==> src/sv/rrps_pkg.sv <==
`timescale 1ns / 1ps
// ----------------------------------------------------------------------------
// rrps_pkg
// Types and constants shared by the round-robin scheduler modules.
// ----------------------------------------------------------------------------
package rrps_pkg;

   localparam int VAL_W  = 16;
   localparam int TIME_W = 21;
   localparam logic [TIME_W-1:0] TIME_MAX = {TIME_W{1'b1}};

   // request modes
   localparam logic MODE_LOAD = 1'b0;
   localparam logic MODE_RUN  = 1'b1;

   typedef enum logic [1:0] {
      ST_LOADED = 2'd0,
      ST_RUN    = 2'd1,
      ST_FULL   = 2'd2,
      ST_IDLE   = 2'd3
   } status_type;

   typedef enum logic [3:0] {
      S_IDLE,
      S_DECODE,
      S_LOAD,
      S_SCAN1,
      S_JUMP,
      S_SCAN2,
      S_POP_RD,
      S_POP,
      S_EXEC_RD,
      S_EXEC,
      S_SCAN3,
      S_RETIRE,
      S_REPORT
   } state_type;

   // controller to datapath commands
   typedef struct packed {
      logic       capture;
      logic       load;
      logic       scan_clear;
      logic       scan_step;
      logic       scan_skip;
      logic       jump;
      logic       pop_rd;
      logic       pop;
      logic       entry_rd;
      logic       exec;
      logic       retire;
      logic       report;
      status_type code;
   } ctl_type;

   // datapath to controller status
   typedef struct packed {
      logic mode;
      logic table_full;
      logic nothing_left;
      logic scan_done;
      logic fifo_empty;
      logic out_free;
   } sts_type;

endpackage

==> src/sv/rrps_ctrl.sv <==
`timescale 1ns / 1ps
// ----------------------------------------------------------------------------
// rrps_ctrl
// Sequencer for load and run requests: drives the datapath through the
// arrival scans, dispatch, execution and result report.
// ----------------------------------------------------------------------------
module rrps_ctrl (
   input  logic              clock,
   input  logic              reset,
   input  logic              req_valid,
   output logic              req_ready,
   input  rrps_pkg::sts_type sts,
   output rrps_pkg::ctl_type ctl
);

   rrps_pkg::state_type  state_ff, state_in;
   rrps_pkg::status_type code_ff, code_in;

   always_ff @(posedge clock) begin
      if (reset) begin
         state_ff <= rrps_pkg::S_IDLE;
         code_ff  <= rrps_pkg::ST_LOADED;
      end else begin
         state_ff <= state_in;
         code_ff  <= code_in;
      end
   end

   // next state
   always_comb begin
      state_in = state_ff;
      code_in  = code_ff;
      case (state_ff)
         rrps_pkg::S_IDLE: begin
            if (req_valid) state_in = rrps_pkg::S_DECODE;
         end
         rrps_pkg::S_DECODE: begin
            if (sts.mode == rrps_pkg::MODE_LOAD) begin
               if (sts.table_full) begin
                  state_in = rrps_pkg::S_REPORT;
                  code_in  = rrps_pkg::ST_FULL;
               end else begin
                  state_in = rrps_pkg::S_LOAD;
               end
            end else if (sts.nothing_left) begin
               state_in = rrps_pkg::S_REPORT;
               code_in  = rrps_pkg::ST_IDLE;
            end else begin
               state_in = rrps_pkg::S_SCAN1;
            end
         end
         rrps_pkg::S_LOAD: begin
            state_in = rrps_pkg::S_REPORT;
            code_in  = rrps_pkg::ST_LOADED;
         end
         rrps_pkg::S_SCAN1: begin
            if (sts.scan_done) begin
               state_in = sts.fifo_empty ? rrps_pkg::S_JUMP : rrps_pkg::S_POP_RD;
            end
         end
         rrps_pkg::S_JUMP: state_in = rrps_pkg::S_SCAN2;
         rrps_pkg::S_SCAN2: begin
            if (sts.scan_done) begin
               if (sts.fifo_empty) begin
                  state_in = rrps_pkg::S_REPORT;
                  code_in  = rrps_pkg::ST_IDLE;
               end else begin
                  state_in = rrps_pkg::S_POP_RD;
               end
            end
         end
         rrps_pkg::S_POP_RD:  state_in = rrps_pkg::S_POP;
         rrps_pkg::S_POP:     state_in = rrps_pkg::S_EXEC_RD;
         rrps_pkg::S_EXEC_RD: state_in = rrps_pkg::S_EXEC;
         rrps_pkg::S_EXEC:    state_in = rrps_pkg::S_SCAN3;
         rrps_pkg::S_SCAN3: begin
            if (sts.scan_done) state_in = rrps_pkg::S_RETIRE;
         end
         rrps_pkg::S_RETIRE: begin
            state_in = rrps_pkg::S_REPORT;
            code_in  = rrps_pkg::ST_RUN;
         end
         rrps_pkg::S_REPORT: begin
            if (sts.out_free) state_in = rrps_pkg::S_IDLE;
         end
         default: state_in = rrps_pkg::S_IDLE;
      endcase
   end

   // outputs
   always_comb begin
      ctl       = '0;
      ctl.code  = code_ff;
      req_ready = 1'b0;
      case (state_ff)
         rrps_pkg::S_IDLE: begin
            req_ready   = 1'b1;
            ctl.capture = req_valid;
         end
         rrps_pkg::S_DECODE: begin
            ctl.scan_clear = 1'b1;
         end
         rrps_pkg::S_LOAD:    ctl.load = 1'b1;
         rrps_pkg::S_SCAN1:   ctl.scan_step = 1'b1;
         rrps_pkg::S_JUMP: begin
            ctl.jump       = 1'b1;
            ctl.scan_clear = 1'b1;
         end
         rrps_pkg::S_SCAN2:   ctl.scan_step = 1'b1;
         rrps_pkg::S_POP_RD:  ctl.pop_rd = 1'b1;
         rrps_pkg::S_POP:     ctl.pop = 1'b1;
         rrps_pkg::S_EXEC_RD: ctl.entry_rd = 1'b1;
         rrps_pkg::S_EXEC: begin
            ctl.exec       = 1'b1;
            ctl.scan_clear = 1'b1;
         end
         rrps_pkg::S_SCAN3: begin
            ctl.scan_step = 1'b1;
            ctl.scan_skip = 1'b1;
         end
         rrps_pkg::S_RETIRE:  ctl.retire = 1'b1;
         rrps_pkg::S_REPORT:  ctl.report = sts.out_free;
         default: ctl = '0;
      endcase
   end

endmodule

==> src/sv/rrps_dpath.sv <==
`timescale 1ns / 1ps
// ----------------------------------------------------------------------------
// rrps_dpath
// Process table, ready queue, time keeping and result register of the
// round-robin scheduler. Acts only on commands from the controller.
// ----------------------------------------------------------------------------
module rrps_dpath #(
   parameter int MAX_PROCS = 16
) (
   input  logic                           clock,
   input  logic                           reset,
   input  rrps_pkg::ctl_type              ctl,
   output rrps_pkg::sts_type              sts,
   input  logic [rrps_pkg::VAL_W-1:0]     quantum,
   input  logic                           req_mode,
   input  logic [rrps_pkg::VAL_W-1:0]     req_burst_time,
   input  logic [rrps_pkg::VAL_W-1:0]     req_arrival_time,
   output logic                           rsp_valid,
   input  logic                           rsp_ready,
   output logic [1:0]                     rsp_status,
   output logic [3:0]                     rsp_process_index,
   output logic [rrps_pkg::TIME_W-1:0]    rsp_slice_end_time,
   output logic                           rsp_finished,
   output logic [rrps_pkg::TIME_W-1:0]    rsp_waiting_time,
   output logic [rrps_pkg::TIME_W-1:0]    rsp_turnaround_time,
   output logic                           rsp_all_done
);

   localparam int IDX_W = (MAX_PROCS > 1) ? $clog2(MAX_PROCS) : 1;
   localparam int CNT_W = $clog2(MAX_PROCS + 1);
   localparam int VW    = rrps_pkg::VAL_W;
   localparam int TW    = rrps_pkg::TIME_W;
   localparam int ENT_W = 3 * VW;
   localparam logic [CNT_W-1:0] CNT_MAX = CNT_W'(MAX_PROCS);
   localparam logic [IDX_W-1:0] IDX_LAST = IDX_W'(MAX_PROCS - 1);

   // table entry: burst, arrival, remaining
   logic [ENT_W-1:0] proc_mem [MAX_PROCS];
   logic [IDX_W-1:0] fifo_mem [MAX_PROCS];

   // control state
   logic [TW-1:0]        time_ff, time_in;
   logic [CNT_W-1:0]     pcount_ff, pcount_in;
   logic [CNT_W-1:0]     done_ff, done_in;
   logic [IDX_W-1:0]     head_ff, head_in;
   logic [IDX_W-1:0]     tail_ff, tail_in;
   logic [CNT_W-1:0]     fcount_ff, fcount_in;
   logic [MAX_PROCS-1:0] queued_ff, queued_in;
   logic [CNT_W-1:0]     scan_ff, scan_in;
   logic                 rdv_ff, rdv_in;
   logic                 best_vld_ff, best_vld_in;
   logic                 rsp_valid_ff, rsp_valid_in;

   // payload
   logic                 mode_ff;
   logic [VW-1:0]        bt_ff;
   logic [VW-1:0]        at_ff;
   logic [IDX_W-1:0]     rd_idx_ff;
   logic [VW-1:0]        best_ff, best_in;
   logic [IDX_W-1:0]     pidx_ff, pidx_in;
   logic [IDX_W-1:0]     res_idx_ff, res_idx_in;
   logic [VW-1:0]        cur_bt_ff, cur_at_ff, cur_rem_ff;
   logic                 fin_ff, fin_in;
   logic [TW-1:0]        wt_ff, wt_in;
   logic [TW-1:0]        tat_ff, tat_in;
   logic [ENT_W-1:0]     ent_q_ff;
   logic [IDX_W-1:0]     fifo_q_ff;
   logic [1:0]           o_status_ff;
   logic [IDX_W-1:0]     o_idx_ff;
   logic [TW-1:0]        o_time_ff;
   logic                 o_fin_ff;
   logic [TW-1:0]        o_wt_ff;
   logic [TW-1:0]        o_tat_ff;
   logic                 o_all_ff;

   // datapath nets
   logic               rd_en;
   logic [IDX_W-1:0]   rd_addr;
   logic               wr_en;
   logic [IDX_W-1:0]   wr_addr;
   logic [ENT_W-1:0]   wr_data;
   logic               push;
   logic [IDX_W-1:0]   push_idx;
   logic [VW-1:0]      e_bt, e_at, e_rem;
   logic               scan_more;
   logic               scan_hit;
   logic [VW-1:0]      q_eff;
   logic [VW-1:0]      ex;
   logic [TW:0]        t_sum;
   logic [VW:0]        ba_sum;
   logic               ge;
   logic [IDX_W+3:0]   idx_ext;

   assign e_bt  = ent_q_ff[3*VW-1:2*VW];
   assign e_at  = ent_q_ff[2*VW-1:VW];
   assign e_rem = ent_q_ff[VW-1:0];

   assign scan_more = (scan_ff != pcount_ff);
   assign scan_hit  = rdv_ff && !(ctl.scan_skip && (rd_idx_ff == pidx_ff))
                      && ({{(TW-VW){1'b0}}, e_at} <= time_ff)
                      && (e_rem != '0) && !queued_ff[rd_idx_ff]
                      && (fcount_ff != CNT_MAX);

   assign q_eff  = (quantum == '0) ? VW'(1) : quantum;
   assign ex     = (e_rem < q_eff) ? e_rem : q_eff;
   assign t_sum  = {1'b0, time_ff} + {{(TW+1-VW){1'b0}}, ex};
   assign ba_sum = {1'b0, cur_bt_ff} + {1'b0, cur_at_ff};
   assign ge     = (time_ff >= {{(TW-VW-1){1'b0}}, ba_sum});

   always_comb begin
      time_in      = time_ff;
      pcount_in    = pcount_ff;
      done_in      = done_ff;
      head_in      = head_ff;
      tail_in      = tail_ff;
      fcount_in    = fcount_ff;
      queued_in    = queued_ff;
      scan_in      = scan_ff;
      rdv_in       = 1'b0;
      best_vld_in  = best_vld_ff;
      best_in      = best_ff;
      pidx_in      = pidx_ff;
      res_idx_in   = res_idx_ff;
      fin_in       = fin_ff;
      wt_in        = wt_ff;
      tat_in       = tat_ff;
      rsp_valid_in = rsp_valid_ff && !rsp_ready;
      rd_en        = 1'b0;
      rd_addr      = scan_ff[IDX_W-1:0];
      wr_en        = 1'b0;
      wr_addr      = pidx_ff;
      wr_data      = {cur_bt_ff, cur_at_ff, cur_rem_ff};
      push         = 1'b0;
      push_idx     = rd_idx_ff;

      if (ctl.capture) begin
         fin_in = 1'b0;
         wt_in  = '0;
         tat_in = '0;
      end

      if (ctl.load) begin
         wr_en      = 1'b1;
         wr_addr    = pcount_ff[IDX_W-1:0];
         wr_data    = {bt_ff, at_ff, bt_ff};
         queued_in[pcount_ff[IDX_W-1:0]] = 1'b0;
         res_idx_in = pcount_ff[IDX_W-1:0];
         pcount_in  = pcount_ff + CNT_W'(1);
         if (bt_ff == '0) done_in = done_ff + CNT_W'(1);
      end

      if (ctl.scan_clear) begin
         scan_in     = '0;
         best_vld_in = 1'b0;
      end

      if (ctl.scan_step) begin
         // issue the next table read, evaluate the one returned
         if (scan_more) begin
            rd_en   = 1'b1;
            rdv_in  = 1'b1;
            scan_in = scan_ff + CNT_W'(1);
         end
         if (rdv_ff && (e_rem != '0) && (!best_vld_ff || (e_at < best_ff))) begin
            best_vld_in = 1'b1;
            best_in     = e_at;
         end
         if (scan_hit) begin
            push     = 1'b1;
            push_idx = rd_idx_ff;
         end
      end

      if (ctl.jump && best_vld_ff && ({{(TW-VW){1'b0}}, best_ff} > time_ff)) begin
         time_in = {{(TW-VW){1'b0}}, best_ff};
      end

      if (ctl.pop) begin
         pidx_in    = fifo_q_ff;
         res_idx_in = fifo_q_ff;
         queued_in[fifo_q_ff] = 1'b0;
         head_in    = (head_ff == IDX_LAST) ? '0 : head_ff + IDX_W'(1);
         fcount_in  = fcount_ff - CNT_W'(1);
      end

      if (ctl.entry_rd) begin
         rd_en   = 1'b1;
         rd_addr = pidx_ff;
      end

      if (ctl.exec) begin
         time_in = t_sum[TW] ? rrps_pkg::TIME_MAX : t_sum[TW-1:0];
         wr_en   = 1'b1;
         wr_addr = pidx_ff;
         wr_data = {e_bt, e_at, e_rem - ex};
      end

      if (ctl.retire) begin
         if (cur_rem_ff != '0) begin
            if (fcount_ff != CNT_MAX) begin
               push     = 1'b1;
               push_idx = pidx_ff;
            end
         end else begin
            fin_in  = 1'b1;
            done_in = done_ff + CNT_W'(1);
            wt_in   = ge ? time_ff - {{(TW-VW-1){1'b0}}, ba_sum} : '0;
            tat_in  = ge ? time_ff - {{(TW-VW){1'b0}}, cur_at_ff}
                         : {{(TW-VW){1'b0}}, cur_bt_ff};
         end
      end

      if (push) begin
         queued_in[push_idx] = 1'b1;
         tail_in   = (tail_ff == IDX_LAST) ? '0 : tail_ff + IDX_W'(1);
         fcount_in = fcount_ff + CNT_W'(1);
      end

      if (ctl.report) rsp_valid_in = 1'b1;
   end

   always_ff @(posedge clock) begin
      if (reset) begin
         time_ff      <= '0;
         pcount_ff    <= '0;
         done_ff      <= '0;
         head_ff      <= '0;
         tail_ff      <= '0;
         fcount_ff    <= '0;
         queued_ff    <= '0;
         scan_ff      <= '0;
         rdv_ff       <= 1'b0;
         best_vld_ff  <= 1'b0;
         rsp_valid_ff <= 1'b0;
      end else begin
         time_ff      <= time_in;
         pcount_ff    <= pcount_in;
         done_ff      <= done_in;
         head_ff      <= head_in;
         tail_ff      <= tail_in;
         fcount_ff    <= fcount_in;
         queued_ff    <= queued_in;
         scan_ff      <= scan_in;
         rdv_ff       <= rdv_in;
         best_vld_ff  <= best_vld_in;
         rsp_valid_ff <= rsp_valid_in;
      end
   end

   always_ff @(posedge clock) begin
      if (ctl.capture) begin
         mode_ff <= req_mode;
         bt_ff   <= req_burst_time;
         at_ff   <= req_arrival_time;
      end
      if (ctl.exec) begin
         cur_bt_ff  <= e_bt;
         cur_at_ff  <= e_at;
         cur_rem_ff <= e_rem - ex;
      end
      rd_idx_ff  <= scan_ff[IDX_W-1:0];
      best_ff    <= best_in;
      pidx_ff    <= pidx_in;
      res_idx_ff <= res_idx_in;
      fin_ff     <= fin_in;
      wt_ff      <= wt_in;
      tat_ff     <= tat_in;
   end

   // process table
   always_ff @(posedge clock) begin
      if (wr_en) proc_mem[wr_addr] <= wr_data;
      if (rd_en) ent_q_ff <= proc_mem[rd_addr];
   end

   // ready queue
   always_ff @(posedge clock) begin
      if (push) fifo_mem[tail_ff] <= push_idx;
      if (ctl.pop_rd) fifo_q_ff <= fifo_mem[head_ff];
   end

   // result register
   always_ff @(posedge clock) begin
      if (ctl.report) begin
         o_status_ff <= ctl.code;
         o_idx_ff    <= ((ctl.code == rrps_pkg::ST_LOADED) || (ctl.code == rrps_pkg::ST_RUN))
                        ? res_idx_ff : '0;
         o_time_ff   <= time_ff;
         o_fin_ff    <= fin_ff;
         o_wt_ff     <= wt_ff;
         o_tat_ff    <= tat_ff;
         o_all_ff    <= (done_ff >= pcount_ff);
      end
   end

   assign idx_ext = {4'b0000, o_idx_ff};

   assign sts.mode         = mode_ff;
   assign sts.table_full   = (pcount_ff == CNT_MAX);
   assign sts.nothing_left = (done_ff >= pcount_ff);
   assign sts.scan_done    = !scan_more && !rdv_ff;
   assign sts.fifo_empty   = (fcount_ff == '0);
   assign sts.out_free     = !rsp_valid_ff || rsp_ready;

   assign rsp_valid           = rsp_valid_ff;
   assign rsp_status          = o_status_ff;
   assign rsp_process_index   = idx_ext[3:0];
   assign rsp_slice_end_time  = o_time_ff;
   assign rsp_finished        = o_fin_ff;
   assign rsp_waiting_time    = o_wt_ff;
   assign rsp_turnaround_time = o_tat_ff;
   assign rsp_all_done        = o_all_ff;

endmodule

==> src/sv/round_robin_process_scheduler.sv <==
`timescale 1ns / 1ps
// ----------------------------------------------------------------------------
// round_robin_process_scheduler
// Round-robin scheduler over a table of processes: load requests append a
// process, run requests dispatch one time slice and report completion.
//
//   channel | ports   | direction | content
//   --------+---------+-----------+------------------------------------------
//   request | req_*   | in        | mode, burst_time, arrival_time
//   result  | rsp_*   | out       | status, index, times, finished, all_done
//   config  | csr_*   | in/out    | APB-style, quantum at byte address 0
//
// A load is rejected when the table is full. A run's duration grows with
// the number of loaded processes through the arrival scans, which read one
// table entry per memory cycle; a time jump adds a further scan.
// Reset is synchronous and clears the table count, queue and time; no
// clearing pass is needed. A new request is taken while a result waits;
// the following result holds until the waiting one is taken.
// ----------------------------------------------------------------------------
module round_robin_process_scheduler #(
   parameter int MAX_PROCS = 16
) (
   input  logic                        clock,
   input  logic                        reset,
   input  logic                        req_valid,
   output logic                        req_ready,
   input  logic                        req_mode,
   input  logic [rrps_pkg::VAL_W-1:0]  req_burst_time,
   input  logic [rrps_pkg::VAL_W-1:0]  req_arrival_time,
   output logic                        rsp_valid,
   input  logic                        rsp_ready,
   output logic [1:0]                  rsp_status,
   output logic [3:0]                  rsp_process_index,
   output logic [rrps_pkg::TIME_W-1:0] rsp_slice_end_time,
   output logic                        rsp_finished,
   output logic [rrps_pkg::TIME_W-1:0] rsp_waiting_time,
   output logic [rrps_pkg::TIME_W-1:0] rsp_turnaround_time,
   output logic                        rsp_all_done,
   input  logic                        csr_psel,
   input  logic                        csr_penable,
   input  logic                        csr_pwrite,
   input  logic [2:0]                  csr_paddr,
   input  logic [31:0]                 csr_pwdata,
   output logic [31:0]                 csr_prdata,
   output logic                        csr_pready
);

   logic [rrps_pkg::VAL_W-1:0] quantum_ff, quantum_in;
   logic                       csr_hit;
   rrps_pkg::ctl_type          ctl;
   rrps_pkg::sts_type          sts;

   // only the first word holds a register
   assign csr_hit    = (csr_paddr[2] == 1'b0);
   assign csr_pready = 1'b1;
   assign csr_prdata = csr_hit ? {{(32 - rrps_pkg::VAL_W){1'b0}}, quantum_ff} : '0;

   always_comb begin
      quantum_in = quantum_ff;
      if (csr_psel && csr_penable && csr_pwrite && csr_pready && csr_hit) begin
         quantum_in = csr_pwdata[rrps_pkg::VAL_W-1:0];
      end
   end

   always_ff @(posedge clock) begin
      if (reset) begin
         quantum_ff <= rrps_pkg::VAL_W'(1);
      end else begin
         quantum_ff <= quantum_in;
      end
   end

   rrps_ctrl u_ctrl (
      .clock     (clock),
      .reset     (reset),
      .req_valid (req_valid),
      .req_ready (req_ready),
      .sts       (sts),
      .ctl       (ctl)
   );

   rrps_dpath #(
      .MAX_PROCS (MAX_PROCS)
   ) u_dpath (
      .clock               (clock),
      .reset               (reset),
      .ctl                 (ctl),
      .sts                 (sts),
      .quantum             (quantum_ff),
      .req_mode            (req_mode),
      .req_burst_time      (req_burst_time),
      .req_arrival_time    (req_arrival_time),
      .rsp_valid           (rsp_valid),
      .rsp_ready           (rsp_ready),
      .rsp_status          (rsp_status),
      .rsp_process_index   (rsp_process_index),
      .rsp_slice_end_time  (rsp_slice_end_time),
      .rsp_finished        (rsp_finished),
      .rsp_waiting_time    (rsp_waiting_time),
      .rsp_turnaround_time (rsp_turnaround_time),
      .rsp_all_done        (rsp_all_done)
   );

endmodule

==> config.mk <==
export PLATFORM = sky130hd
export DESIGN_NAME = round_robin_process_scheduler
export DESIGN_NICKNAME = d
export VERILOG_FILES = /design/src/sv/rrps_pkg.sv /design/src/sv/rrps_ctrl.sv /design/src/sv/rrps_dpath.sv /design/src/sv/round_robin_process_scheduler.sv
export SDC_FILE = /design/constraint.sdc
export NUM_CORES = 2
export LEC_CHECK = 0
export BUFFER_PORTS_ARGS = -buffer_cell sky130_fd_sc_hd__buf_4
export CAP_MARGIN = 10
export CORE_AREA = 8 8 438 354
export DETAILED_ROUTE_END_ITERATION = 8
export DIE_AREA = 0 0 446 362
export PLACE_DENSITY_LB_ADDON = 0.12
export SLEW_MARGIN = 20
export SYNTH_ARGS = -nofsm -noshare
export SYNTH_HDL_FRONTEND = slang
export SYNTH_SLANG_ARGS = --single-unit
export TNS_END_PERCENT = 5
==> constraint.sdc <==
create_clock -name clock -period 15.2 [get_ports clock]
set_clock_uncertainty 0.15 [all_clocks]
set_input_delay 0.76 -clock clock [delete_from_list [all_inputs] [get_ports clock]]
set_output_delay 0.76 -clock clock [all_outputs]
set_load 0.05 [all_outputs]
==> flow_summary.json <==
{
  "start_kind": "flip-flop",
  "portBuffers": 145,
  "grt_pass1_vias": 29208,
  "timing.fmax_mhz": 166,
  "die_area_sq_um": 161000,
  "drive_gt1_frac": 0.178,
  "grt_overflow": 0,
  "crit_family": "compound AO/OA/AOI/OAI gates",
  "holdPathEnd": "u_dpath.at_ff[1]",
  "cts_hold_buf": 32,
  "ys_types": 89,
  "drtIter0Drc": 2716,
  "status": "finished, final reports clean",
  "power_mw": 9.34,
  "gp_congestion": 0.806,
  "syn_area_per_cell_sq_um": 15.5,
  "rsz0062_at_grt": "false",
  "antenna_found_initial": 8,
  "start_util": 0.346,
  "vias": 29492,
  "fin_setup_tns_ps": 0,
  "layout_min_cycle_time_ps": 6020,
  "ys_seq_area_frac": 0.672,
  "synth_xor_area_frac": 0.0164,
  "multiInputGateArea_sq_um": 15800,
  "synth-edff-count": 1060,
  "postCtsSetupBuffers": 0,
  "core_area_sq_um": 148000,
  "yosys.area.top_type": "edfxtp_1",
  "cp.required_ps": 15540,
  "ys_warn_count": 0,
  "fin_crit_sh": 0.396,
  "cp-end-kind": "flip-flop",
  "drc_errors": 0,
  "synth_top_area_share": 0.619,
  "final_nets": 3777,
  "clk_pin_slew_ps": 60,
  "wl_per_cell_microns": 25.7,
  "synth_top_family_by_area": "multiplexers",
  "synth-simple-area-share": 0.0676,
  "rows": 127,
  "cp.arrival_ps": 6360,
  "worstSetupPathType": "reg -> reg",
  "ys_async_sr_fraction": 0,
  "grt_first_pass_wirelength_mm": 210,
  "cts_tree": "done",
  "cp_slowest_cell": "a221o_1",
  "syn_area_sq_um": 51400,
  "clock_latency_ps": 780,
  "finalHoldViolCount": 0,
  "clk_path_buf_depth": 3,
  "crit_chain": "nor4_1 -> a41oi_1 -> o2111ai_1 -> nand4_1 -> a221o_1 -> a21oi_2 -> buf_4 -> mux2i_1 -> ha_1 -> inv_1 -> fa_1 -> a21o_1 -> a21oi_1 -> nand2b_1 -> a21oi_1 -> a31o_2 -> a21oi_1 -> xnor2_1 -> a221o_1",
  "die_height_microns": 362,
  "path_buf_inv": 2,
  "regToRegEndpoint": "u_dpath.proc_mem[14][10]",
  "synthMuxAreaShare": 0.0989,
  "postRouteAntennaNets": 0,
  "ir_worst_vdd_v": 0.0000808,
  "clock-sinks": 1197,
  "synth_area_leaders": "edfxtp_1 (62%), mux4_2 (9.3%), dfxtp_1 (5.3%), ha_1 (3.9%), nand2_1 (2.0%)",
  "setup_violations": 0,
  "critPathMaxFanout": 32,
  "wl_mm": 145,
  "drtPass1Iterations": 5,
  "max-slew-margin-rel": 0.224,
  "h-tree-depth": 4,
  "min_path_type": "in -> reg",
  "regArea_sq_um": 34600,
  "drv_cap": 0,
  "holdPathStages": 1,
  "layout_commonest_cell": "edfxtp_1",
  "leakage_nw": 20.3,
  "die_w_microns": 446,
  "area_growth_syn_to_layout_pct": 15.3,
  "ys.flop_type": "edfxtp_1",
  "root_buffer": "clkbuf_16",
  "synth_cells": 3327,
  "io_pins": 181,
  "synthAdderAreaFrac": 0.0418,
  "synth-compound-area-share": 0.0780,
  "ctsResizeCount": 0,
  "fillCellCount": 13696,
  "power_density_nw_per_um2": 158,
  "hpwl_mm": 89.2,
  "avgViaCountPerCell": 5.23,
  "hp-start": "req_arrival_time[1]",
  "crit_top_cell": "a21oi_1",
  "final_cell_mix": "edfxtp_1 (1060), nand2_1 (272), mux4_2 (213)",
  "rrSetupSlack_ps": 9180,
  "final-max-slew-violation-count": 0,
  "numCtsBuffers": 131,
  "cp_slowest_stage_delay_ps": 590,
  "ys_ff_latch": 1197,
  "r2r_start": "quantum_ff[8]",
  "grtUsageTotal": 0.176,
  "max_slew.worst_pin.slew_ps": 1160,
  "reg2regPathDepth": 19,
  "grt_max_degree": 85
}
[cells by family (layout without fill, tap and decap cells)]
kind of cell	count (synthesis)	in the layout
compound gates	582	582
xor+xnor	96	96
fa+ha+maj	168	168
buf+inv	301	597
flops	1197	1197
mux	235	235
other cells	2	20
simple gates	746	746
[worst register-to-register path: stages (launching register included)]
cell and delay, ps:
dfxtp_1 320, nor4_1 330, a41oi_1 360, o2111ai_1 300, nand4_1 140, a221o_1 360
a21oi_2 140, buf_4 310, mux2i_1 540, ha_1 270, inv_1 60, fa_1 420
a21o_1 190, a21oi_1 230, nand2b_1 170, a21oi_1 120, a31o_2 270, a21oi_1 170
xnor2_1 280, a221o_1 590
[worst max path at each step]
| stage | start | end | slack (ps) | cells past startpoint |
|---|---|---|---|---|
| after floorplan | u_dpath.ent_q_ff[2] | u_dpath.proc_mem[0][14] | 9830 | 20 |
| after global routing | quantum_ff[8] | u_dpath.time_ff[14] | 8770 | 18 |
| after detailed placement | u_dpath.ent_q_ff[2] | u_dpath.time_ff[14] | 9290 | 18 |
| after CTS | u_dpath.ent_q_ff[2] | u_dpath.time_ff[14] | 9250 | 18 |
| after global placement | u_dpath.ent_q_ff[2] | u_dpath.proc_mem[5][10] | 9310 | 19 |
| final | quantum_ff[8] | u_dpath.proc_mem[14][10] | 9180 | 19 |
[layout make-up]
cell class | instances | share of cell area
antenna | 3 | 0.000127
clock buffer | 165 | 0.0581
clock inverter | 72 | 0.0102
inverter | 129 | 0.00821
multi-input combinational | 1844 | 0.267
sequential | 1197 | 0.583
tap | 1999 | 0.0422
timing repair buffer | 231 | 0.0308
[layer usage]
layer | routed length [microns] | global-route usage | share of wire | vias to the layer above
met2 | 66300 | 0.276 | 0.46 | 739
met4 | 2500 | 0.0400 | 0.017 | 0
li1 | - | - | - | 13405
met3 | 7420 | 0.0284 | 0.051 | 151
met1 | 68800 | 0.258 | 0.47 | 15197
met5 | 0 | 0 | 0 | -
[where the power goes]
| group | leakage (nW) | total (mW) | internal (mW) | switching [mW] |
|---|---|---|---|---|
| logic | 7.69 | 2.06 | 0.715 | 1.35 |
| clock network | 1.98 | 3.04 | 1.70 | 1.34 |
| registers | 10.7 | 4.25 | 4.07 | 0.181 |
[through the flow]
stage	cells	cell area [sq um]	hold slack (ps)	setup WS, ps	util
floorplan	3342	51500	247	9830	-
global placement	5368	54900	267	9310	0.370
detailed placement	5368	54900	267	9290	0.370
CTS	5637	59300	6.27	9250	0.399
global route	5638	59300	30.4	8770	0.399
finish	5640	59300	67.1	9180	0.399
[cells in the mapped netlist (46+ instances only)]
| library cell | n |
|---|---|
| a31oi_1 | 58 |
| dfxtp_1 | 137 |
| inv_1 | 127 |
| a211oi_1 | 61 |
| edfxtp_1 | 1060 |
| xor2_1 | 50 |
| nand3_1 | 52 |
| nor2_1 | 185 |
| a21oi_1 | 119 |
| o21ai_0 | 85 |
| xnor2_1 | 46 |
| mux4_2 | 213 |
| ha_1 | 162 |
| and2_1 | 67 |
| a21o_1 | 60 |
| nand2_1 | 272 |
| clkbuf_1 | 110 |
[state kept, by name (all words and copies together), names as in the netlist, 21 cells and up]
| register | flops |
|---|---|
| u_dpath.ent_q_ff | 48 |
| u_dpath.fifo_mem | 64 |
| u_dpath.proc_mem | 768 |
| u_dpath.rsp_slice_end_time | 21 |
| u_dpath.rsp_turnaround_time | 21 |
| u_dpath.rsp_waiting_time | 21 |
| u_dpath.tat_ff | 21 |
| u_dpath.time_ff | 21 |
| u_dpath.wt_ff | 21 |
(Power assumes the default switching activity.)
